<file path="src/rtl/assert_macros.svh">
// ----------------------------------------------------------------------------
// Assertion macros
// Shared concurrent assertion shorthands for the sorted list design.
// ----------------------------------------------------------------------------
`ifndef ASSERT_MACROS_SVH
`define ASSERT_MACROS_SVH

// Same-cycle implication, checked at every rising edge out of reset.
`define SLID_ASSERT_NOW(lbl, clk, rst_n, ante, cons, msg) \
    lbl: assert property (@(posedge clk) disable iff (!rst_n) (ante) |-> (cons)) \
        else $error(msg);

// Next-cycle implication, checked at every rising edge out of reset.
`define SLID_ASSERT_NEXT(lbl, clk, rst_n, ante, cons, msg) \
    lbl: assert property (@(posedge clk) disable iff (!rst_n) (ante) |=> (cons)) \
        else $error(msg);

`endif

</file>
<file path="src/rtl/slid_pkg.sv">
// ----------------------------------------------------------------------------
// slid_pkg
// Shared constants, codes and control types for the sorted list design.
// ----------------------------------------------------------------------------
package slid_pkg;

    localparam int CAPACITY = 16;
    localparam int CNT_W    = $clog2(CAPACITY + 1);
    localparam int VAL_W    = 8;
    localparam int STATUS_W = 2;
    localparam int COUNT_W  = 5;

    localparam logic OP_INSERT = 1'b0;
    localparam logic OP_DELETE = 1'b1;

    localparam logic [STATUS_W-1:0] ST_OK        = 2'd0;
    localparam logic [STATUS_W-1:0] ST_FULL      = 2'd1;
    localparam logic [STATUS_W-1:0] ST_NOT_FOUND = 2'd2;
    localparam logic [STATUS_W-1:0] ST_EMPTY     = 2'd3;

    // Commands from the controller to the datapath.
    typedef struct packed {
        logic load;   // capture the incoming word
        logic exec;   // apply the captured operation to the store
    } dp_cmd_t;

endpackage

</file>
<file path="src/rtl/sorted_list_insert_delete.sv">
// ----------------------------------------------------------------------------
// sorted_list_insert_delete
// Bounded store of signed 8-bit values kept in ascending order.
// ----------------------------------------------------------------------------
// The input channel takes one word per item: an operation (insert or
// delete) and a signed value. An insert places the value ahead of the first
// stored value that is not smaller than it; a delete removes the first
// stored value equal to it. The output channel returns one word per item:
// a status code and the number of values stored afterward.
// A result follows every accepted word: the accepting edge captures the
// word, every cell compares and shifts in parallel in the next cycle,
// and the edge that ends it loads the result register. The block works
// on one item at a time, so a new word is taken only once the result of
// the last one is delivered, which a stalled receiver holds back.
// When the receiver stalls, the result holds steady and no new word is
// taken until it is delivered. Reset empties the store and clears the
// controller; the stored values themselves are not cleared, as cells above
// the count are never read.
// ----------------------------------------------------------------------------
module sorted_list_insert_delete (
    input  logic                              clk,
    input  logic                              rst_n,
    input  logic                              in_valid,
    output logic                              in_ready,
    input  logic                              operation,
    input  logic signed [slid_pkg::VAL_W-1:0] value,
    output logic                              out_valid,
    input  logic                              out_ready,
    output logic [slid_pkg::STATUS_W-1:0]     status,
    output logic [slid_pkg::COUNT_W-1:0]      count
);
    import slid_pkg::*;

`include "assert_macros.svh"

    dp_cmd_t cmd;

    // The controller sequences the handshake and issues commands.
    slid_ctrl u_ctrl (
        .clk       (clk),
        .rst_n     (rst_n),
        .in_valid  (in_valid),
        .in_ready  (in_ready),
        .out_valid (out_valid),
        .out_ready (out_ready),
        .cmd       (cmd)
    );

    // The datapath holds the store, the count and the result register.
    slid_dp u_dp (
        .clk       (clk),
        .rst_n     (rst_n),
        .cmd       (cmd),
        .operation (operation),
        .value     (value),
        .status    (status),
        .count     (count)
    );

    // A pending result blocks new words.
    `SLID_ASSERT_NOW(a_busy_when_done, clk, rst_n, out_valid, !in_ready,
        "input ready while a result is pending")

    // An accepted word is never followed at once by another.
    `SLID_ASSERT_NEXT(a_one_at_a_time, clk, rst_n, in_valid && in_ready, !in_ready,
        "second word taken right after an accepted word")

    // A dropped insert only happens with the store at capacity.
    `SLID_ASSERT_NOW(a_full_count, clk, rst_n, out_valid && (status == ST_FULL),
        count == COUNT_W'(CAPACITY), "full status with a count below capacity")

    // An empty report always comes with a zero count.
    `SLID_ASSERT_NOW(a_empty_count, clk, rst_n, out_valid && (status == ST_EMPTY),
        count == '0, "empty status with a nonzero count")

endmodule

</file>
<file path="src/rtl/slid_ctrl.sv">
// ----------------------------------------------------------------------------
// slid_ctrl
// Handshake controller: accept a word, run it once, hold the result.
// ----------------------------------------------------------------------------
module slid_ctrl (
    input  logic              clk,
    input  logic              rst_n,
    input  logic              in_valid,
    output logic              in_ready,
    output logic              out_valid,
    input  logic              out_ready,
    output slid_pkg::dp_cmd_t cmd
);
    import slid_pkg::*;

    localparam logic [1:0] S_IDLE = 2'd0;
    localparam logic [1:0] S_EXEC = 2'd1;
    localparam logic [1:0] S_DONE = 2'd2;

    logic [1:0] state_reg;
    logic [1:0] state_next;

    always_comb
    begin
        state_next = state_reg;
        case (state_reg)
            S_IDLE:
            begin
                if (in_valid)
                begin
                    state_next = S_EXEC;
                end
            end
            S_EXEC:
            begin
                state_next = S_DONE;
            end
            S_DONE:
            begin
                if (out_ready)
                begin
                    state_next = S_IDLE;
                end
            end
            default:
            begin
                state_next = S_IDLE;
            end
        endcase
    end

    always_ff @(posedge clk or negedge rst_n)
    begin
        if (!rst_n)
        begin
            state_reg <= S_IDLE;
        end
        else
        begin
            state_reg <= state_next;
        end
    end

    assign in_ready  = (state_reg == S_IDLE);
    assign out_valid = (state_reg == S_DONE);
    assign cmd.load  = in_valid && (state_reg == S_IDLE);
    assign cmd.exec  = (state_reg == S_EXEC);

endmodule

</file>
<file path="src/rtl/slid_dp.sv">
// ----------------------------------------------------------------------------
// slid_dp
// Sorted store of signed values with per-cell compare and shift.
// ----------------------------------------------------------------------------
module slid_dp (
    input  logic                           clk,
    input  logic                           rst_n,
    input  slid_pkg::dp_cmd_t              cmd,
    input  logic                           operation,
    input  logic signed [slid_pkg::VAL_W-1:0] value,
    output logic [slid_pkg::STATUS_W-1:0]  status,
    output logic [slid_pkg::COUNT_W-1:0]   count
);
    import slid_pkg::*;

    logic                    op_reg;
    logic signed [VAL_W-1:0] value_reg;
    logic signed [VAL_W-1:0] entries_reg [CAPACITY];
    logic [CNT_W-1:0]        count_reg;
    logic [CNT_W-1:0]        count_next;
    logic [STATUS_W-1:0]     status_reg;
    logic [STATUS_W-1:0]     status_next;

    logic                    live    [CAPACITY];
    logic                    gt      [CAPACITY];
    logic                    past    [CAPACITY];
    logic signed [VAL_W-1:0] ins_val [CAPACITY];
    logic signed [VAL_W-1:0] del_val [CAPACITY];
    logic                    full;
    logic                    empty;
    logic                    found;
    logic                    do_ins;
    logic                    do_del;

    // Every cell compares against the captured value at once. Cells below
    // the insert point hold, the insert point takes the value, and the rest
    // shift up by one. On delete, the first match and everything above it
    // pull from the next cell up.
    always_comb
    begin
        for (int i = 0; i < CAPACITY; i++)
        begin
            live[i] = (CNT_W'(i) < count_reg);
            gt[i]   = live[i] && (value_reg > entries_reg[i]);
        end
        for (int i = 0; i < CAPACITY; i++)
        begin
            if (i == 0)
            begin
                past[i] = live[i] && (entries_reg[i] == value_reg);
            end
            else
            begin
                past[i] = past[i-1] || (live[i] && (entries_reg[i] == value_reg));
            end
        end
        for (int i = 0; i < CAPACITY; i++)
        begin
            if (gt[i])
            begin
                ins_val[i] = entries_reg[i];
            end
            else if (i == 0)
            begin
                ins_val[i] = value_reg;
            end
            else if (gt[i-1])
            begin
                ins_val[i] = value_reg;
            end
            else
            begin
                ins_val[i] = entries_reg[i-1];
            end
            if (i < CAPACITY - 1 && past[i])
            begin
                del_val[i] = entries_reg[i+1];
            end
            else
            begin
                del_val[i] = entries_reg[i];
            end
        end
    end

    assign full   = (count_reg == CNT_W'(CAPACITY));
    assign empty  = (count_reg == '0);
    assign found  = past[CAPACITY-1];
    assign do_ins = cmd.exec && (op_reg == OP_INSERT) && !full;
    assign do_del = cmd.exec && (op_reg == OP_DELETE) && found;

    always_comb
    begin
        count_next  = count_reg;
        status_next = status_reg;
        if (cmd.exec)
        begin
            case (op_reg)
                OP_INSERT:
                begin
                    if (full)
                    begin
                        status_next = ST_FULL;
                    end
                    else
                    begin
                        status_next = ST_OK;
                        count_next  = count_reg + CNT_W'(1);
                    end
                end
                OP_DELETE:
                begin
                    if (empty)
                    begin
                        status_next = ST_EMPTY;
                    end
                    else if (!found)
                    begin
                        status_next = ST_NOT_FOUND;
                    end
                    else
                    begin
                        status_next = ST_OK;
                        count_next  = count_reg - CNT_W'(1);
                    end
                end
                default:
                begin
                    status_next = status_reg;
                end
            endcase
        end
    end

    always_ff @(posedge clk)
    begin
        if (cmd.load)
        begin
            op_reg    <= operation;
            value_reg <= value;
        end
        status_reg <= status_next;
        for (int i = 0; i < CAPACITY; i++)
        begin
            if (do_ins)
            begin
                entries_reg[i] <= ins_val[i];
            end
            else if (do_del)
            begin
                entries_reg[i] <= del_val[i];
            end
        end
    end

    always_ff @(posedge clk or negedge rst_n)
    begin
        if (!rst_n)
        begin
            count_reg <= '0;
        end
        else
        begin
            count_reg <= count_next;
        end
    end

    assign status = status_reg;
    assign count  = COUNT_W'(count_reg);

endmodule

</file>
<file path="config.mk">
export PLATFORM = sky130hd
export DESIGN_NAME = sorted_list_insert_delete
export DESIGN_NICKNAME = d
export VERILOG_FILES = /design/src/rtl/slid_pkg.sv /design/src/rtl/sorted_list_insert_delete.sv /design/src/rtl/slid_ctrl.sv /design/src/rtl/slid_dp.sv
export VERILOG_INCLUDE_DIRS = /design/src /design/src/rtl
export SDC_FILE = /design/constraint.sdc
export NUM_CORES = 1
export LEC_CHECK = 0
export BUFFER_PORTS_ARGS = -buffer_cell sky130_fd_sc_hd__clkbuf_2
export CAP_MARGIN = 20
export CORE_UTILIZATION = 50
export DETAILED_ROUTE_END_ITERATION = 8
export HOLD_SLACK_MARGIN = 0.12
export PLACE_DENSITY = 0.66
export SLEW_MARGIN = 40
export SYNTH_ARGS = -nofsm -noshare
export SYNTH_HDL_FRONTEND = slang
export SYNTH_HIERARCHICAL = 1
export SYNTH_SLANG_ARGS = --single-unit
</file>
<file path="constraint.sdc">
create_clock -name clk -period 4.6 [get_ports clk]
set_input_delay 0.46 -clock clk [delete_from_list [all_inputs] [get_ports clk]]
set_output_delay 0.46 -clock clk [all_outputs]
set_load 0.02 [all_outputs]
</file>
# == After elaboration in Yosys (flattened, before gate mapping) ==
# Memories as Yosys holds them, arrays and structs flattened.
# Cells that the tools add are included.
# word_totals
mem_count,1
ff_bits,18
mem_bits_rw,128
inputBits,13
# op_classes
n_reduce_logical,57
eq_ne,24
order_cmp,32
mux,78
n_bitwise,17
n_addsub,2
# mem_list
name,depth,word_bits,rd,rd_ports_with_merged_regs,write_ports,line,source
u_dp.entries_reg,16,8,16,0,16,slid_dp.sv:18,logic signed [VAL_W-1:0] entries_reg [CAPACITY];
# op_table
operator,count
8-bit two-way mux,62
8-bit == test,16
8-bit greater-than comparator,16
4-bit by 5-bit less-than comparator with 1-bit output (first input constant),8
1-bit logical AND,37
3-bit by 5-bit less-than comparator with 1-bit output (first input constant),4
1-bit bitwise OR,16
1-bit logical OR,15
5-bit two-way mux,3
1-bit by 5-bit less-than comparator with 1-bit output (first input constant),2
2-bit by 5-bit less-than comparator with 1-bit output (first input constant),2
5-bit one-hot mux with 2 select lines,1
2-bit two-way mux,4
2-bit != test (second input constant),4
1-bit two-way mux,6
2-bit one-hot mux with 3 select lines,1
5-bit by 1-bit adder with 5-bit output (second input constant),1
5-bit == test (second input constant),1
5-bit logical NOT,1
5-bit by 1-bit subtractor with 5-bit output (second input constant),1
2-bit one-hot mux with 2 select lines,1
4-bit AND reduction,1
2-bit by 1-bit == test with 1-bit output (second input constant),1
2-bit == test (second input constant),1
5 further kinds,5

# == Longest topological paths before layout ==
# Gate-level depths: netlist of the first run.
# An unclocked memory read counts as a cell.
# logic_depth
ltp_word,23
ltp_mapped,14
ltp_nobuf,9

# == Hierarchy ==
# Netlist of the first run, hierarchy kept.
# modules_own_cells
mod,n_inst,seq_area_each_um2,area_each_um2,cells_per_inst
slid_dp,1,4299.1,10998.0,1150
slid_ctrl,1,50.0,90.1,9

# == Least setup slack after synthesis of the first run ==
# OpenSTA, ideal clock, no wires.
# synth_timing
path_type,flip-flop to flip-flop
from,register u_dp.value_reg[3]
to,memory u_dp.entries_reg[3][0] (netlist: u_dp/entries_reg[0][24]) (enable)
path_stages_with_launch,9
arrival_ps,3000
path_buffers,1
required_time_ps,4216
slack_ps,1216
path_cell_list,edfxtp_1 -> ha_1 -> nand4_1 -> a2111oi_1 -> nor4_4 -> nand4_2 -> o21bai_2 -> clkbuf_1 -> o21ai_0
# synth_rtl
element,line,source
from (decl),slid_dp.sv:17,logic signed [VAL_W-1:0] value_reg;
from (signal assigned),slid_dp.sv:140,value_reg <= value;
to (decl),slid_dp.sv:18,

==> results by stage, run 1 <==
STA:
- The total negative slack is 0 ns.
- The actual transition at the worst max-transition pin is 0.787 ns.
- The setup skew after layout is around 0.009 ns.
- Setup repair after global routing left no endpoint under its margin.
- Based on the critical path, the design can be clocked at up to 248 MHz.
- The post-route worst hold slack is a little over 0.2 ns.
- The period utilization is 0.876.
- The final max-slew violation count came to 0.
- The worst path setup slack after routing is approximately 0.57 ns.
- Headroom to the max-slew limit came out at 0.472.
- The final critical delay including setup and external delays is slightly above 4 ns.
- The number of hold violations in the final report is 0.
- The total setup violations reported at the end of the flow is 0.

Critical path:
- Of all nets on the critical path, the largest fanout is 55.
- For the worst setup path, the data required time is 4.66 ns.
- The kind of critical path is reg2reg.
- The startpoint class of the critical path is a flip-flop.
- The startpoint identified for the worst register-to-register timing path is u_dp/value_reg[0].
- STA classifies the critical path endpoint as a flip-flop.
- The endpoint identified for the worst register-to-register timing path is u_dp/entries_reg[1][0].
- Measured in cells, the most critical reg-to-reg path has a length of 10.
- The worst register-to-register path has a setup slack of 0.57 ns.
- Data on the critical path arrives at its endpoint at a little over 4 ns.

Drt:
- In the final routed layout, each cell accounts on average for around 19 µm.
- For this block, the routed nets add up to between 20 and 30 mm of wire.
- The final routed DRC violation total is 0.
- The pre-antenna-repair detailed-routing pass consisted of 5 iterations.
- The via total after detailed routing is roughly 8700.
- The initial DRC count is just over 800.
- In this run the remaining antenna-violating nets after routing total 0.
- In the routed layout, each cell is associated on average with a via count of between 5 and 6.

Finish:
- The repair_antennas step left the layout with diodes totalling 0.
- The register with the most flip-flops in the layout has roughly 130 of them.
- The most common cell after layout, fill and taps aside is sky130_fd_sc_hd__nand2_1.
- Fill cells in the final layout number between 1500 and 2000.
- In the final layout, the multi-input gates occupy 5980 µm².
- In the final layout, the share of cells above drive strength 1 is 0.0920.
- The number of nets in the finished design is 1328.
- Relative to the synthesized area, the layout overhead comes to 10.2%.
- The top cell types in the final layout, fill and taps aside, are sky130_fd_sc_hd__nand2_1, sky130_fd_sc_hd__edfxtp_1, sky130_fd_sc_hd__ha_1.
- The area taken by flip-flops and latches is roughly 4300 µm².

Synth:
- In the synthesized netlist the dominant register cell turns out to be sky130_fd_sc_hd__edfxtp_1.
- In this run, synthesis inferred about 140 flip-flops with an integrated enable.
- After technology mapping, the gate count stands at around 1200.
- For this run, asynchronously set or reset flops after synthesis account for 0.0479.
- The count of cell types in the netlist is 63.
- The sequential fraction of the synthesis area is 0.392.
- The synthesized netlist net count is ~1300.
- Synthesis inferred between 100 and 150 register bits.
- Averaged over all synthesized cells, the footprint is ~9.6 µm².
- During synthesis, Yosys emitted a total of 6 warnings.
- The mapped netlist covers around 11000 µm².

Global route:
- The via count of the first global-routing pass is around 8500.
- The aggregate global-route resource usage is 0.261.
- The number of antenna violations at the first check in global routing is 0.
- Entering global routing, the biggest net connects between 60 and 70 pins.
- The sum of overflow across all layers after global routing is 0.
- The first global-routing pass estimated about 45 mm of wire.

Pwr:
- Of the total power, the share spent switching nets is 0.358.
- Summing internal, switching and leakage power gives between 5 and 6 mW.
- The share of total power dissipated in sequential elements is 0.358.
- The cell leakage power is about 5.2 nW.
- Of the total power, combinational logic draws 0.377.
- Summed over all nets, the switching power comes to 1.97 mW.
- The total power divided by cell area is 451 nW/µm².
- Internal power comes to around 3.5 mW.
- Across the VDD grid, the largest voltage drop is about 0.00031 V.
- Of the total power, the clock network draws 0.264.

Placed design:
- The count of buffers inserted at the top-level ports is 21.
- The worst setup slack after placement is between 0.6 and 0.7 ns.
- After legalization and detailed placement, the total HPWL measured 20.9 mm.
- Routability-driven placement finished with a final weighted congestion of between 0.8 and 0.9.

Floorplanning:
- The die area is roughly 23000 µm².
- The effective utilization at floorplan is 0.510.
- The area of the core is 21800 µm².
- The top-level port count is 22.
- The die height is 151 µm.
- The overall die width is approximately 150 µm.
- In this run the core area contains 54 standard-cell rows.

Hold path:
- For hold timing, the worst endpoint is u_dp/value_reg[1].
- In this run the most critical hold path is launched from value[1].
- The cell depth of the worst min-delay path is 1.
- The class of the tightest hold or removal check is in2reg.

Clock network:
- The TritonCTS clock tree is built.
- Clock-pin slew was measured on the worst setup and hold paths at around 0.06 ns.
- The CTS H-tree depth is 4.
- In this run, CTS created clock tree buffers numbering 17.
- The tree built by TritonCTS fans out to 146 sinks.
- The number of instances resized during post-cts repair is 0.
- Buffers added to address setup during post-CTS repair amount to 0.
- For the worst-skew pair, the clock arrives at the later sink with an insertion delay of 0.43 ns.
- The cell sitting at the root of the clock tree is a sky130_fd_sc_hd__clkbuf_16.
- In this run the deepest clock path goes through 2 buffers.

Run status:
- The run finished with clean final reports.

Flow run:
- The number of max-cap violations is 0.
-- critical path: stages, from the launching register on --
cell	delay (ns)
sky130_fd_sc_hd__edfxtp_1	0.65
sky130_fd_sc_hd__inv_1	0.43
sky130_fd_sc_hd__ha_1	0.42
sky130_fd_sc_hd__nand4_1	0.12
sky130_fd_sc_hd__a2111oi_1	0.37
sky130_fd_sc_hd__buf_4	0.19
sky130_fd_sc_hd__nor4_4	0.06
sky130_fd_sc_hd__nand4_2	0.20
sky130_fd_sc_hd__o21ba_4	0.65
sky130_fd_sc_hd__nand2_1	0.11
sky130_fd_sc_hd__o21ai_1	0.43
-- cell usage after synthesis (11+ instances only) --
cell type | instances | share of area
sky130_fd_sc_hd__mux2i_1 | 110 | 0.099
sky130_fd_sc_hd__edfxtp_1 | 139 | 0.38
sky130_fd_sc_hd__inv_1 | 131 | 0.044
sky130_fd_sc_hd__o21a_1 | 12 | 0.0081
sky130_fd_sc_hd__ha_1 | 132 | 0.15
sky130_fd_sc_hd__nand3_1 | 18 | 0.0081
sky130_fd_sc_hd__clkbuf_1 | 26 | 0.0088
sky130_fd_sc_hd__a21oi_1 | 33 | 0.015
sky130_fd_sc_hd__o21ai_0 | 92 | 0.042
sky130_fd_sc_hd__nand4_1 | 29 | 0.016
sky130_fd_sc_hd__o211ai_1 | 11 | 0.0074
sky130_fd_sc_hd__nor2_1 | 39 | 0.013
sky130_fd_sc_hd__buf_1 | 12 | 0.0041
sky130_fd_sc_hd__nand2_1 | 141 | 0.048
sky130_fd_sc_hd__o21ai_1 | 55 | 0.025
sky130_fd_sc_hd__a21o_1 | 11 | 0.0074
sky130_fd_sc_hd__nand2b_1 | 15 | 0.0085
sky130_fd_sc_hd__nor2b_1 | 18 | 0.010
-- power groups by stage --
| stage | Sequential [mW] | Clock, mW | Combinational (mW) |
|---|---|---|---|
| after floorplan | 1.93 | 0 | 1.51 |
| after global placement | 2.01 | 0 | 1.98 |
| after detailed placement | 2.01 | 0 | 2.04 |
| after CTS | 1.98 | 1.47 | 2.05 |
| after global routing | 2.00 | 1.52 | 2.31 |
| final | 1.98 | 1.46 | 2.08 |
-- per-layer routing --
layer | GRT usage | wire length [µm] | vias to the layer above
li1 | - | - | 4237
met1 | 0.365 | 13400 | 4190
met2 | 0.411 | 13000 | 245
met3 | 0.0383 | 1330 | 50
met4 | 0.0915 | 643 | 0
met5 | 0 | 0 | -
-- kinds of logic (layout without fill, tap and decap cells) --
| family | after synthesis | after routing | synth area share |
|---|---|---|---|
| muxes | 118 | 118 | 0.107 |
| DFF | 146 | 146 | 0.392 |
| adders and majority gates | 132 | 132 | 0.149 |
| AOI/OAI and AO/OA | 270 | 270 | 0.146 |
| buffers and inverters | 188 | 225 | 0.0702 |
| xor gates and xnor gates | 4 | 4 | 0.00316 |
| and+or+nand+nor | 301 | 301 | 0.132 |
-- final cells by class --
cell class              instances  share of cell area
inverters                     131              0.0402
clock inverters                10              0.0133
flip-flops and latches        146               0.356
well taps                     280              0.0287
multi-input cells             825               0.490
clock buffers                  22              0.0363
repair buffers                 62              0.0359
-- worst max path at each step --
| stage | startpoint | end | depth (start not counted) |
|---|---|---|---|
| 6_report | u_dp/value_reg[0] | u_dp/entries_reg[1][0] | 10 |
| 5_1_grt | u_dp/value_reg[0] | u_dp/entries_reg[0][47] | 10 |
| 4_1_cts | u_dp/value_reg[0] | u_dp/entries_reg[1][0] | 10 |
| 3_5_place_dp | u_dp/value_reg[0] | u_dp/entries_reg[1][4] | 10 |
| 3_3_place_gp | u_dp/value_reg[0] | u_dp/entries_reg[1][3] | 10 |
| 2_1_floorplan | u_dp/value_reg[3] | u_dp/entries_reg[0][24] | 8 |
-- what timing repair did --
| action | 4_1_cts | 5_1_grt |
|---|---|---|
| setup endpoints to repair | 0 | 0 |
| endpoints found under the hold margin | 7 | 0 |
| hold buffers | 1 | 0 |
-- metrics by stage --
stage               std cells   util  cell area (µm²)
floorplan                1159      -            11100
global placement         1441  0.531            11600
detailed placement       1442  0.532            11600
CTS                      1475  0.561            12200
global route             1476  0.562            12200
finish                   1476  0.562            12200
Note: power is estimated with default switching activity, not from simulation.
==> run 2, diff against run 1 <==
- CORE_ASPECT_RATIO: not set -> 0.5
==> results by stage, run 2 (same netlist as run 1, synthesis figures left out) <==
Run status:
- The flow ran to the end, and the final reports show no timing, DRC or antenna violations.

Finish:
- The fraction of the core area covered by cells at the end of the flow is 0.561 (about the same).
- In the layout the commonest cells are sky130_fd_sc_hd__nand2_1, sky130_fd_sc_hd__edfxtp_1, sky130_fd_sc_hd__ha_1.
- The number of nets in the finished design is 1320 (-0.60%).
- The number of diodes added for antenna fixing is 0 (unchanged).
- The footprint of the multi-input gates is 5980 µm² (unchanged).
- The number of flip-flops under the largest register name is 128 (unchanged).
- The number of inserted filler cells in the final layout is 1878 (-3.1%).
- The area taken by flip-flops and latches is 4350 µm² (unchanged).
- The final non-filler cell total is 1488 (+0.81%).
- The most common cell after layout, fill and taps aside is sky130_fd_sc_hd__nand2_1.
- The fraction of layout cells with a size suffix above 1 is 0.0901 (-0.00191).
- The final instance area is 12200 µm² (-0.21%).
- The area overhead of the layout relative to synthesis is 9.99%.

Flow run:
- The number of max-cap violations is 0 (unchanged).

Critical path:
- Among cell families on the critical path, the largest total delay comes from simple AND/OR/NAND/NOR gates.
- The required time reported for the critical path endpoint is 4.80 ns (+0.14 ns).
- The length in cells of the worst reg-to-reg path was 9 (-1).
- Traced cell by cell, the critical path runs through ha_1 -> and3_1 -> o2111a_1 -> nor4_4 -> nand4_2 -> o21bai_2 -> buf_4 -> o21ai_0 -> buf_4.
- The critical register-to-register path startpoint is u_dp/value_reg[5].
- The critical path buffer and inverter count is 2 (unchanged).
- The critical-path cell with the highest stage delay is sky130_fd_sc_hd__edfxtp_1.
- The arrival time at the worst endpoint is 4.16 ns (+0.07 ns).
- The worst reg2reg path endpoint is u_dp/entries_reg[0][1].
- The worst setup path startpoint is u_dp/value_reg[5].
- In this design, the critical path's most frequently occurring cell is sky130_fd_sc_hd__buf_4.
- The critical path endpoint category is a flip-flop.
- The worst-path maximum fanout came to 25 (-55%).
- The biggest cell delay along the critical path was 0.93 ns (+0.28 ns).
- The worst setup path is launched from a flip-flop.
- The critical path is of the reg2reg type.
- The slack of the worst reg-to-reg path is 0.64 ns (+0.07 ns).

Drt:
- The final routed DRC violation total was 0 (unchanged).
- The per-cell routed wire length is 19.9 µm (+3.9%).
- The mean number of vias per cell is 5.98 (+1.2%).
- The remaining antenna violation count was 0 (unchanged).
- The total wirelength of the detailed-routed design is 29.7 mm (+4.7%).
- The initial DRC count was 866 (+5.2%).
- The via total after detailed routing is 8899 (+2.0%).
- The iteration count of the initial detailed-routing pass is 5 (unchanged).

Clock network:
- The CTS clock-pin slew for the worst setup and hold paths came to 0.06 ns (about the same).
- The library cell used as clock root buffer is sky130_fd_sc_hd__clkbuf_16.
- The clock buffer count from CTS came to 17 (unchanged).
- TritonCTS built the clock tree.
- The number of instances resized during post-cts repair is 0 (unchanged).
- The clock sink count was 146 (unchanged).
- The clock latency reported for the late side of the worst-skew pair is 0.45 ns (+0.02 ns).
- The buffer levels on the longest clock path is 2 (unchanged).
- The CTS H-tree depth is 4 (unchanged).

STA:
- The total negative slack is 0 ns (unchanged).
- The actual transition at the worst max-transition pin is 0.891 ns (+0.104 ns).
- The setup skew after layout is 0.00943 ns (+0.000247 ns).
- The worst path setup slack after routing is 0.644 ns (+0.0727 ns).
- The worst slew slack as a fraction of its limit is 0.406 (-0.0659).
- The total setup violations reported at the end of the flow is 0 (unchanged).
- The number of hold violations in the final report is 0 (unchanged).
- The final max-slew violation count was 0 (unchanged).
- The achievable clock frequency is 253 MHz (+1.8%).
- The period utilization was 0.860 (-0.0158).
- Setup repair after global routing left no endpoint under its margin.
- The post-route worst hold slack came to 0.189 ns (-0.0188 ns).
- The final critical delay including setup and external delays was 3.96 ns (-0.0727 ns).

Pwr:
- The overall power is 5.48 mW (-0.58%).
- The total power divided by cell area is 449 nW/µm² (-0.38%).
- The cell leakage power is 5.15 nW (-0.88%).
- The highest ir drop seen on vdd is 0.000314 V (+2.3%).

Hold path:
- The cell depth of the worst min-delay path is 1 (unchanged).
- The worst hold path belongs to the class in2reg.
- The endpoint of the worst hold-timing path is u_dp/value_reg[4].
- The start point of the worst hold path is value[4].

Floorplanning:
- The area of the core is 21700 µm² (-0.13%).
- The overall die width is 213 µm (+41%).
- The die area was 22800 µm² (+0.16%).
- The number of cell rows came to 38 (-30%).
- The die height is 107 µm (-29%).
- The effective utilization at floorplan is 0.510 (+0.000646).
- The top-level port count was 22 (unchanged).

Global route:
- The sum of overflow across all layers after global routing is 0 (unchanged).
- The aggregate global-route resource usage is 0.273 (+0.0119).
- The number of antenna violations at the first check in global routing came to 0 (unchanged).
- The first-pass GRT wire length is 47.2 mm (+4.7%).
- The maximum number of pins on one net before global-route repair came to 75 (+12%).
- The via count of the first global-routing pass came to 8691 (+1.9%).

Placed design:
- The worst setup slack after placement is 0.728 ns (+0.0870 ns).
- The count of placed standard cells including taps is 1454 (+0.83%).
- The placed cell area came to 11600 µm² (about the same).
- The routability-driven placement congestion ratio was 0.882 (+4.0%).
- The count of buffers inserted at the top-level ports is 21 (unchanged).
- The HPWL reported at the end of detailed placement came to 21.3 mm (+2.0%).
==> run 2: power breakdown <==
part           internal (mW)  leakage (nW)  total (mW)  switching, mW
sequential              1.75          1.34        1.96          0.213
clock                  0.757         0.265        1.39          0.630
combinational          0.884          3.54        2.13           1.25
==> run 2: area by class of cell <==
cell class | count | share of cell area
tap | 300 | 0.0308
multi-input combinational | 825 | 0.491
clock buffer | 17 | 0.0349
timing repair buffer | 54 | 0.0346
sequential | 146 | 0.357
inverter | 131 | 0.0403
clock inverter | 15 | 0.0122
==> run 2: repair_timing <==
action / 4_1_cts / 5_1_grt
buffers inserted: 0 / 0
hold buffers: 1 / 0
endpoints found under the hold margin: 7 / 0
==> run 2: worst max path at each step <==
| stage | end | cells past startpoint | slack, ns |
|---|---|---|---|
| floorplan | u_dp/entries_reg[0][24] | 8 | 1.22 |
| global placement | u_dp/entries_reg[1][50] | 9 | 0.85 |
| detailed placement | u_dp/entries_reg[0][6] | 9 | 0.73 |
| CTS | u_dp/entries_reg[0][1] | 9 | 0.67 |
| global route | u_dp/entries_reg[0][1] | 11 | 0.42 |
| finish | u_dp/entries_reg[0][1] | 9 | 0.64 |
==> run 2: worst reg2reg max path: cells and delay by family, from the launching register on <==
kind,cells,cell delay [ns]
and+or+nand+nor,3,1.04
DFF,1,0.93
AOI/OAI and AO/OA,3,0.81
buffers and inverters,2,0.57
adders and majority gates,1,0.38
==> run 2: routing by layer <==
metal | vias up | track usage | part of all wire | routed length, µm
met5 | - | 0 | 0 | 0
met4 | 0 | 0.0719 | 0.014 | 418
met3 | 33 | 0.0490 | 0.061 | 1800
met2 | 300 | 0.413 | 0.44 | 13000
met1 | 4330 | 0.399 | 0.49 | 14400
li1 | 4236 | - | - | -
==> run 3, diff against run 2 <==
- CORE_UTILIZATION: 50 -> 46
- PLACE_DENSITY: 0.66 -> not set
==> results by stage, run 3 (same netlist as run 1, synthesis figures left out) <==
Clock network:
- The TritonCTS clock tree is built.
- The CTS H-tree depth was 4 (unchanged).
- The library cell used as clock root buffer is sky130_fd_sc_hd__clkbuf_16.
- The buffer levels on the longest clock path came to 2 (unchanged).
- The clock sink count is 146 (unchanged).
- The CTS clock-pin slew for the worst setup and hold paths came to 0.07 ns (about the same).
- The clock buffer count from CTS was 17 (unchanged).
- The buffers inserted during post-CTS setup optimization was 0 (unchanged).
- The clock latency reported for the late side of the worst-skew pair is 0.45 ns (about the same).

STA:
- The total setup violations reported at the end of the flow was 0 (unchanged).
- The final critical delay including setup and external delays was 3.84 ns (-0.118 ns).
- The total negative slack is 0 ns (unchanged).
- The achievable clock frequency came to 261 MHz (+3.1%).
- The number of hold violations in the final report came to 0 (unchanged).
- The actual transition at the worst max-transition pin came to 0.843 ns (-0.0478 ns).
- The setup skew after layout is 0.00974 ns (+0.000317 ns).
- Setup repair after global routing left no endpoint under its margin.
- The worst slew slack as a fraction of its limit is 0.434 (+0.0281).
- The period utilization is 0.834 (-0.0257).
- The post-route worst hold slack came to 0.182 ns (-0.00745 ns).
- The final max-slew violation count was 0 (unchanged).

Placed design:
- The count of buffers inserted at the top-level ports was 21 (unchanged).
- The routability-driven placement congestion ratio is 0.866 (-1.8%).
- The HPWL reported at the end of detailed placement is 22.7 mm (+6.5%).

Finish:
- The library cell used most frequently in the layout, excluding fill and tap cells, is sky130_fd_sc_hd__nand2_1.
- The number of diodes added for antenna fixing came to 0 (unchanged).
- The number of nets in the finished design came to 1336 (+1.2%).
- The area growth from synthesis to layout is 11.1%.
- The fraction of layout cells with a size suffix above 1 is 0.0989 (+0.00885).
- The top cell types in the final layout, fill and taps aside, are sky130_fd_sc_hd__nand2_1, sky130_fd_sc_hd__edfxtp_1, sky130_fd_sc_hd__ha_1.
- The number of flip-flops under the largest register name was 128 (unchanged).

Drt:
- The iteration count of the initial detailed-routing pass is 5 (unchanged).
- The final routed DRC violation total is 0 (unchanged).
- The remaining antenna violation count is 0 (unchanged).
- The via total after detailed routing is 8948 (+0.55%).
- The mean number of vias per cell is 5.93 (-0.91%).
- The per-cell routed wire length was 20.1 µm (+0.77%).
- The initial DRC count is 891 (+2.9%).
- The total wirelength of the detailed-routed design is 30.3 mm (+2.3%).

Critical path:
- The arrival time at the worst endpoint is 3.92 ns (-0.24 ns).
- The critical path endpoint category is a flip-flop.
- Walking the worst path, the cells encountered are buf_4 -> inv_1 -> ha_1 -> nand4_1 -> a211oi_1 -> nor4_2 -> nand4_2 -> o21ba_4 -> nand2_1 -> o21ai_1.
- The required time reported for the critical path endpoint is 4.68 ns (-0.12 ns).
- The worst setup path is launched from a flip-flop.
- By startpoint and endpoint, the worst setup path is classified as reg2reg.
- The worst-path maximum fanout is 49 (+96%).
- The biggest cell delay along the critical path was 0.58 ns (-0.35 ns).
- The critical-path cell with the highest stage delay is sky130_fd_sc_hd__o21ba_4.

Global route:
- The aggregate global-route resource usage is 0.254 (-0.0192).
- The sum of overflow across all layers after global routing is 0 (unchanged).
- The maximum number of pins on one net before global-route repair is 50 (-33%).
- The via count of the first global-routing pass is 8691 (unchanged).
- The number of antenna violations at the first check in global routing came to 0 (unchanged).
- The first-pass GRT wire length is 48.1 mm (+2.0%).

Pwr:
- The cell leakage power came to 5.23 nW (+1.6%).
- The highest ir drop seen on vdd is 0.000233 V (-26%).
- The total power divided by cell area came to 448 nW/µm² (-0.31%).

Floorplanning:
- The die area is 24800 µm² (+8.6%).
- The number of cell rows is 39 (+2.6%).
- The effective utilization at floorplan came to 0.477 (-0.0329).
- The overall die width came to 222 µm (+4.2%).
- The area of the core was 23200 µm² (+6.9%).
- The die height is 112 µm (+4.2%).
- The top-level port count is 22 (unchanged).

Flow run:
- The number of max-cap violations was 0 (unchanged).

Run status:
- The run finished with clean final reports.

Hold path:
- The min-delay analysis places its worst path in the category in2reg.
run 3: cell count changes in the layout (fill, tap and decap cells not counted), sizes merged:
cell / before / now
buf: 32 / 48
clkinv: 3 / 7
inv: 137 / 133
bufinv: 1 / 2
clkinvlp: 5 / 3
run 3: what timing repair did:
action | 4_1_cts | 5_1_grt
hold buffers | 1 | 0
gates resized for setup | 0 | 0
hold endpoints to repair | 7 | 0
run 3: layer usage:
layer,wire length (µm),up-vias,GRT usage
met3,2060,42,0.0512
li1,-,4268,-
met4,481,0,0.0759
met1,15100,4341,0.369
met5,0,-,0
met2,12700,297,0.379
run 3: critical path, delay by kind of cell, from the launching register on:
kind / cells / cell delay [ns]
AO/OA/AOI/OAI: 3 / 1.54
adder cells (fa/ha/maj): 1 / 0.26
buffers and inverters: 2 / 0.68
flip-flops: 1 / 0.36
AND/OR/NAND/NOR: 4 / 0.60
run 3: layout make-up:
cell class	count	area, µm²
Inverter	131	492
Timing Repair Buffer	70	547
Tap cell	307	384
Fill cell	2085	10900
Sequential cell	146	4350
Multi-Input combinational cell	825	5980
Clock inverter	14	140
Clock buffer	17	425
run 3: path summary, 6_finish.rpt:
kind	startpoint	to	slack, ns	cells past startpoint
min in group asynchronous	rst_n	u_dp/count[0]	0.40	2
worst max register to register	u_dp/value_reg[0]	u_dp/entries_reg[1][2]	0.76	10
worst min register to register	u_dp/entries_reg[1][62]	u_dp/entries_reg[1][54]	0.57	2
worst min-delay path	value[5]	u_dp/value_reg[5]	0.18	1
max in group asynchronous	rst_n	u_dp/count[4]	4.02	2
worst max-delay path	u_dp/value_reg[0]	u_dp/entries_reg[1][2]	0.76	10
run 3: stage by stage:
stage	worst slack, ns	util	total power, mW	instances	instance area (µm²)
after CTS	0.679	0.529	5.50	1508	12300
after global placement	0.722	0.503	4.06	1474	11700
final	0.762	0.530	5.52	1510	12300
after detailed placement	0.626	0.505	4.12	1476	11700
after global routing	0.536	0.530	5.83	1510	12300
after floorplan	1.22	-	3.44	1159	11100
run 3: report_power, final:
part           switching [mW]  total (mW)  internal (mW)
Sequential              0.211        1.96           1.75
Clock                   0.594        1.39          0.791
Combinational            1.26        2.17          0.913
Total                    2.07        5.52           3.45
